File: src/design/axbc_pkg.sv
// Shared types and constants of the affine XOR byte cipher.
// Depends on nothing; used by the inverse unit, the cipher top level and the checker.
package axbc_pkg;

    localparam int BYTE_W        = 8;
    localparam int MAX_KEY_BYTES = 32;
    localparam int POS_W         = $clog2(MAX_KEY_BYTES);
    localparam int LEN_W         = 6;
    localparam int KEY_WORD_W    = 64;
    localparam int KEY_WORDS     = (MAX_KEY_BYTES * BYTE_W) / KEY_WORD_W;
    localparam int APB_DATA_W    = 64;
    localparam int APB_ADDR_W    = 6;

    // Newton steps for the inverse mod 256; each step takes two multiplies.
    localparam int INV_STEPS     = 3;
    localparam int INV_CYCLES    = 2 * INV_STEPS;
    localparam int INV_CNT_W     = $clog2(INV_CYCLES);

    typedef logic [BYTE_W-1:0] byte_t;

    // Register indexes; register i sits at byte address 8*i.
    typedef enum logic [2:0] {
        REG_MODE, REG_MULT, REG_KEY_LEN, REG_KEY_W0, REG_KEY_W1, REG_KEY_W2, REG_KEY_W3
    } reg_idx_t;

    typedef struct packed {
        logic  busy;
        byte_t value;
    } inv_status_t;

endpackage

File: src/design/axbc_inverse.sv
// Iterative unit that finds the inverse of the multiplier modulo 256.
// Depends on axbc_pkg; instantiated by the cipher top level.
module axbc_inverse (
    input  logic                 clk,
    input  logic                 rst_n,
    input  logic                 start,
    input  axbc_pkg::byte_t      seed,
    output axbc_pkg::inv_status_t status
);
    import axbc_pkg::*;

    byte_t                m_reg;
    byte_t                v_reg;
    byte_t                t_reg;
    logic                 busy_reg;
    logic [INV_CNT_W-1:0] cnt_reg;
    logic [2*BYTE_W-1:0]  product;
    byte_t                operand;

    // Even counts form t = 2 - m*v, odd counts form v = v*t.
    assign operand = cnt_reg[0] ? t_reg : m_reg;
    assign product = v_reg * operand;

    always_ff @(posedge clk or negedge rst_n)
    begin
        if (!rst_n)
        begin
            m_reg    <= byte_t'(1);
            v_reg    <= byte_t'(1);
            t_reg    <= '0;
            busy_reg <= 1'b0;
            cnt_reg  <= '0;
        end
        else if (start)
        begin
            m_reg    <= seed;
            v_reg    <= seed;
            busy_reg <= 1'b1;
            cnt_reg  <= '0;
        end
        else if (busy_reg)
        begin
            if (cnt_reg[0])
                v_reg <= product[BYTE_W-1:0];
            else
                t_reg <= byte_t'(2) - product[BYTE_W-1:0];
            if (cnt_reg == INV_CNT_W'(INV_CYCLES - 1))
                busy_reg <= 1'b0;
            cnt_reg <= cnt_reg + INV_CNT_W'(1);
        end
    end

    // An even multiplier has no inverse and reads as zero.
    assign status.busy  = busy_reg;
    assign status.value = m_reg[0] ? v_reg : '0;

endmodule

File: src/design/affine_xor_byte_cipher.sv
// Affine XOR byte cipher: one request per clock cycle unless output back-pressure or a
// busy inverse unit stalls the input. Each accepted byte is latched with its key byte
// in an input stage, and the next stage applies one 8x8 multiply, the additive term and
// the key XOR before the result register. After a write to the multiplier register the
// input stalls while the inverse unit's own 8x8 multiplier runs three Newton steps.
// Depends on axbc_pkg and axbc_inverse.
module affine_xor_byte_cipher (
    input  logic                           clk,
    input  logic                           rst_n,
    // APB configuration port
    input  logic                           psel,
    input  logic                           penable,
    input  logic                           pwrite,
    input  logic [axbc_pkg::APB_ADDR_W-1:0] paddr,
    input  logic [axbc_pkg::APB_DATA_W-1:0] pwdata,
    output logic [axbc_pkg::APB_DATA_W-1:0] prdata,
    output logic                           pready,
    // Input channel
    input  logic                           in_valid,
    output logic                           in_stall,
    input  axbc_pkg::byte_t                data_byte,
    input  logic                           message_end,
    // Output channel
    output logic                           out_valid,
    input  logic                           out_stall,
    output axbc_pkg::byte_t                result_byte,
    output logic                           result_last,
    output logic                           even_multiplier_error
);
    import axbc_pkg::*;

    // Configuration registers: user changes only with the pipeline empty; unchecked.
    logic                  mode_reg;
    byte_t                 mult_reg;
    logic [LEN_W-1:0]      key_len_reg;
    logic [KEY_WORD_W-1:0] key_word_reg [KEY_WORDS];

    logic                  cfg_write;
    reg_idx_t              reg_idx;
    inv_status_t           inv_status;

    assign pready    = 1'b1;
    assign cfg_write = psel && penable && pwrite;
    assign reg_idx   = reg_idx_t'(paddr[APB_ADDR_W-1:3]);

    always_ff @(posedge clk or negedge rst_n)
    begin
        if (!rst_n)
        begin
            mode_reg    <= 1'b0;
            mult_reg    <= byte_t'(1);
            key_len_reg <= LEN_W'(1);
            for (int w = 0; w < KEY_WORDS; w++)
                key_word_reg[w] <= '0;
        end
        else if (cfg_write)
        begin
            case (reg_idx)
                REG_MODE:    mode_reg        <= pwdata[0];
                REG_MULT:    mult_reg        <= pwdata[BYTE_W-1:0];
                REG_KEY_LEN: key_len_reg     <= pwdata[LEN_W-1:0];
                REG_KEY_W0:  key_word_reg[0] <= pwdata;
                REG_KEY_W1:  key_word_reg[1] <= pwdata;
                REG_KEY_W2:  key_word_reg[2] <= pwdata;
                REG_KEY_W3:  key_word_reg[3] <= pwdata;
                default:     ;
            endcase
        end
    end

    always_comb
    begin
        case (reg_idx)
            REG_MODE:    prdata = {{(APB_DATA_W-1){1'b0}}, mode_reg};
            REG_MULT:    prdata = {{(APB_DATA_W-BYTE_W){1'b0}}, mult_reg};
            REG_KEY_LEN: prdata = {{(APB_DATA_W-LEN_W){1'b0}}, key_len_reg};
            REG_KEY_W0:  prdata = key_word_reg[0];
            REG_KEY_W1:  prdata = key_word_reg[1];
            REG_KEY_W2:  prdata = key_word_reg[2];
            REG_KEY_W3:  prdata = key_word_reg[3];
            default:     prdata = '0;
        endcase
    end

    // The inverse unit restarts on every multiplier write.
    axbc_inverse u_inverse (
        .clk    (clk),
        .rst_n  (rst_n),
        .start  (cfg_write && (reg_idx == REG_MULT)),
        .seed   (pwdata[BYTE_W-1:0]),
        .status (inv_status)
    );

    // A key length of zero acts as one, and anything above the key store saturates.
    logic [LEN_W-1:0] eff_len;

    always_comb
    begin
        if (key_len_reg == '0)
            eff_len = LEN_W'(1);
        else if (key_len_reg > LEN_W'(MAX_KEY_BYTES))
            eff_len = LEN_W'(MAX_KEY_BYTES);
        else
            eff_len = key_len_reg;
    end

    // Key position: a position left stale by a shorter key length counts as zero.
    logic [POS_W-1:0] key_pos_reg;
    logic [POS_W-1:0] pos_cur;
    logic [POS_W:0]   pos_inc;
    logic [POS_W-1:0] key_pos_next;
    logic [MAX_KEY_BYTES*BYTE_W-1:0] key_flat;
    byte_t            key_sel;

    assign pos_cur = ({1'b0, key_pos_reg} >= eff_len) ? '0 : key_pos_reg;
    assign pos_inc = {1'b0, pos_cur} + (POS_W+1)'(1);
    assign key_pos_next = (pos_inc >= eff_len || message_end) ? '0 : pos_inc[POS_W-1:0];

    always_comb
    begin
        for (int w = 0; w < KEY_WORDS; w++)
            key_flat[w*KEY_WORD_W +: KEY_WORD_W] = key_word_reg[w];
    end

    assign key_sel = key_flat[{pos_cur, 3'b000} +: BYTE_W];

    // Two-stage pipeline with a ready per stage, so the input stage can still take a
    // request while a finished result waits at a stalled output.
    logic  s1_valid_reg;
    byte_t s1_data_reg;
    byte_t s1_key_reg;
    logic  s1_last_reg;
    logic  s2_valid_reg;
    byte_t s2_result_reg;
    logic  s2_last_reg;
    logic  s2_err_reg;
    logic  s2_ready;
    logic  s1_ready;
    logic  in_accept;

    assign s2_ready  = !s2_valid_reg || !out_stall;
    assign s1_ready  = !s1_valid_reg || s2_ready;
    assign in_stall  = !s1_ready || inv_status.busy;
    assign in_accept = in_valid && !in_stall;

    always_ff @(posedge clk or negedge rst_n)
    begin
        if (!rst_n)
        begin
            key_pos_reg  <= '0;
            s1_valid_reg <= 1'b0;
        end
        else
        begin
            if (in_accept)
                key_pos_reg <= key_pos_next;
            if (s1_ready)
                s1_valid_reg <= in_accept;
        end
    end

    always_ff @(posedge clk)
    begin
        if (in_accept)
        begin
            s1_data_reg <= data_byte;
            s1_key_reg  <= key_sel;
            s1_last_reg <= message_end;
        end
    end

    // Encode: (m*x + L) ^ k.  Decode: inv*((y ^ k) - L).  One multiplier serves both.
    byte_t               len_byte;
    byte_t               mul_a;
    byte_t               mul_b;
    logic [2*BYTE_W-1:0] mul_p;
    byte_t               cipher_out;
    logic                err;

    assign len_byte   = {{(BYTE_W-LEN_W){1'b0}}, eff_len};
    assign mul_a      = mode_reg ? inv_status.value : mult_reg;
    assign mul_b      = mode_reg ? ((s1_data_reg ^ s1_key_reg) - len_byte) : s1_data_reg;
    assign mul_p      = mul_a * mul_b;
    assign cipher_out = mode_reg ? mul_p[BYTE_W-1:0]
                                 : ((mul_p[BYTE_W-1:0] + len_byte) ^ s1_key_reg);
    assign err        = !mult_reg[0];

    always_ff @(posedge clk or negedge rst_n)
    begin
        if (!rst_n)
            s2_valid_reg <= 1'b0;
        else if (s2_ready)
            s2_valid_reg <= s1_valid_reg;
    end

    // An even multiplier passes the byte through untouched and flags it.
    always_ff @(posedge clk)
    begin
        if (s2_ready && s1_valid_reg)
        begin
            s2_result_reg <= err ? s1_data_reg : cipher_out;
            s2_last_reg   <= s1_last_reg;
            s2_err_reg    <= err;
        end
    end

    assign out_valid             = s2_valid_reg;
    assign result_byte           = s2_result_reg;
    assign result_last           = s2_last_reg;
    assign even_multiplier_error = s2_err_reg;

endmodule

File: config.mk
export PLATFORM = sky130hd
export DESIGN_NAME = affine_xor_byte_cipher
export DESIGN_NICKNAME = d
export VERILOG_FILES = /design/src/design/axbc_pkg.sv /design/src/design/axbc_inverse.sv /design/src/design/affine_xor_byte_cipher.sv
export SDC_FILE = /design/constraint.sdc
export NUM_CORES = 1
export LEC_CHECK = 0
export BUFFER_PORTS_ARGS = -buffer_cell sky130_fd_sc_hd__buf_2
export CORE_ASPECT_RATIO = 1.4
export CORE_MARGIN = 2
export CORE_UTILIZATION = 44
export DETAILED_ROUTE_END_ITERATION = 7
export PLACE_DENSITY_LB_ADDON = 0.08
export SYNTH_ARGS = -nofsm -noshare
export SYNTH_HDL_FRONTEND = slang
export SYNTH_SLANG_ARGS = --single-unit
File: constraint.sdc
create_clock -name clk -period 13.6 [get_ports clk]
set_input_delay 1.36 -clock clk [delete_from_list [all_inputs] [get_ports clk]]
set_output_delay 1.36 -clock clk [all_outputs]
set_load 0.01 [all_outputs]
==> metrics <==
Worst-path clk slew=0.06 ns; number of global-route vias before repair=15100; Main synth FF type=dfrtp_1; Worst setup SP type=flop; Final nets=2027; routed length per instance=24.6 um; final hold violation count=0; Die Wd=180 um; Leak=9.86 nW; DRC viols=0; minimum clock period=7.23 ns; Total GRT Usage=26.4%; Detailed Route WL=59900 um; register bit total from synthesis=325; Post-Layout Cell Count=2437; Max stage delay on crit path=0.66 ns; unrepaired setup endpoints after global routing=no; yosys warns=0; Cells after Synth=1752; GR Overflow Total=0; Post-synth ARST share=91.7%; CP top delay family=adder cells; clk_lat worst skew=0.54 ns; drt first-iter violations=1112; CTS tree=built; hold buffers post-CTS=0; share of cells above drive strength 1=29.6%; Worst VDD drop=0.132 mV; commonest non-fill, non-tap cell in the layout=dfrtp_1; Setup Skew=0.0130 ns; largest net degree at the start of global routing=172; I/O Buffers=158; P per Cell Area=202 mW/mm^2; Clock Path Buffers=3; count of cell types in the netlist=65; slowest cell on the critical path=dfrtp_1; Pwr Total=4.35 mW; CTS Sinks=325; # resized after CTS=0; Top cell by count, worst path=inv_1; commonest non-fill, non-tap cells in the layout=293 x dfrtp_1, 279 x mux2_2, 157 x buf_2; num ports=163; FP Rows=90; CP max FO=13; max_cap viols=0; Worst-Margin Slew=1.18 ns; synthesized netlist net count=1923; worst hold path class=flop to flop; Detail Route Antenna Nets=0; max reg flops=256; Worst Path Class, Setup=flop to flop; CTS buffer count=36; Core Area=0.0430 sq mm; DR vias=14400; first-pass GRT wire length=92000 um; Worst Path Buf+Inv=6; Setup Fix Bufs, Post-CTS=0; syn_area_per_cell=10.9 sq um; final setup fails=0; Die ar.=0.0451 sq mm; register area share after synthesis=43.3%; post-DP HPWL=40800 um; P&R area growth vs syn=13.1%; initial antenna violation count=6; status=completed; Critical Path End Type=flop; Placer Congestion=0.882; setup tns final=0 ns; TritonRoute pass-1 iters=7; chip height=251 um; worst relative slew slack=20.7%; H-tree levels=2; Max Clk Rate=0.138 GHz; Tcrit/Tclk final=53.2%; crit path DAT=7.49 ns; initial core utilization=44.4%; Root Driver=clkbuf_16; Pins Over Slew Limit=0; placed cell count=2370; synthesized cell area=0.0191 sq mm; post-detailed-route via-to-cell ratio=5.91; Post-synth EDFFs=27; WP data required=13.86 ns
==> worst register-to-register path: cells and delay by family, from the launching register on <==
family	cells	cell delay, ns
flops	1	0.66
simple gates	6	0.88
buf+inv	6	0.69
mux	2	0.39
xor+xnor	3	0.83
fa+ha+maj	7	2.55
compound gates	4	0.98
==> power breakdown <==
| part | total, mW | internal (mW) | switching [mW] |
|---|---|---|---|
| Clock | 1.01 | 0.593 | 0.413 |
| Sequential | 1.46 | 1.23 | 0.233 |
| Combinational | 1.89 | 0.837 | 1.05 |
==> layout make-up <==
class                           count  area, sq um
Antenna cell                        3         7.51
Clock inverter                     13          136
Inverter                           64          240
Sequential cell                   325         8280
Fill cell                        3982        21400
Timing Repair Buffer              178          963
Clock buffer                       51         1080
Tap cell                          552          691
Multi-Input combinational cell   1251        10200
==> logic make-up after synthesis <==
| logic type | share of synthesized area, % |
|---|---|
| other cells | 0.0196 |
| compound gates | 13.8 |
| flops | 43.3 |
| simple gates | 8.75 |
| mux | 20.9 |
| fa+ha+maj | 6.59 |
| xor+xnor | 3.09 |
| buf+inv | 3.54 |
==> path summary, 6_finish.rpt <==
check | start | endpoint | slack, ns | cells after the start
max in group asynchronous | rst_n | key_flat[164] | 11.07 | 2
setup / recovery | key_len_reg[5] | result_byte[7] | 6.37 | 28
hold reg to reg | s1_last_reg | result_last | 0.44 | 0
setup reg to reg | key_len_reg[5] | result_byte[7] | 6.37 | 28
min in group asynchronous | rst_n | key_flat[253] | 0.92 | 1
hold / removal | s1_last_reg | result_last | 0.44 | 0
==> per-layer routing <==
metal  up-vias  track usage [%]  wire length [um]
li1       6562                -                 -
met1      7293             32.4             23900
met2       417             46.8             30700
met3       127             3.85              2940
met4         6             10.7              2350
met5         -                0                37
==> stage by stage <==
step / hold WS (ns) / setup slack, ns / utilization, % / cell area (sq um)
after floorplan: 0.400 / 7.24 / - / 19100
after global placement: 0.402 / 6.40 / 47.4 / 20400
after detailed placement: 0.419 / 6.36 / 47.4 / 20400
after CTS: 0.434 / 6.32 / 50.2 / 21600
after global routing: 0.438 / 5.70 / 50.2 / 21600
final: 0.436 / 6.37 / 50.2 / 21600
==> cells in the mapped netlist (9+ instances only) <==
cell      number  area (sq um)
dfrtp_1      295          7380
mux2_2       279          3140
nand2_1      155           582
a22oi_1      114           856
nor2_1       104           390
clkbuf_1      95           357
o21ai_0       63           315
inv_1         60           225
ha_1          59           738
a21oi_1       58           290
mux2i_1       56           561
xnor2_1       44           385
nor2b_1       29           181
edfxtp_1      27           811
fa_1          26           521
o211ai_1      21           158
a21o_1        19           143
and2_1        18           113
xor2_1        18           158
nor3_1        17          85.1
o221ai_1      17           149
nand2b_1      14          87.6
a211oi_1      13          97.6
mux4_2        13           293
buf_1         11          41.3
nand3_1       11          55.1
a221oi_1      10          87.6
a31oi_1        9          56.3
o22ai_1        9          56.3
Power figures use the tool's default switching activity.
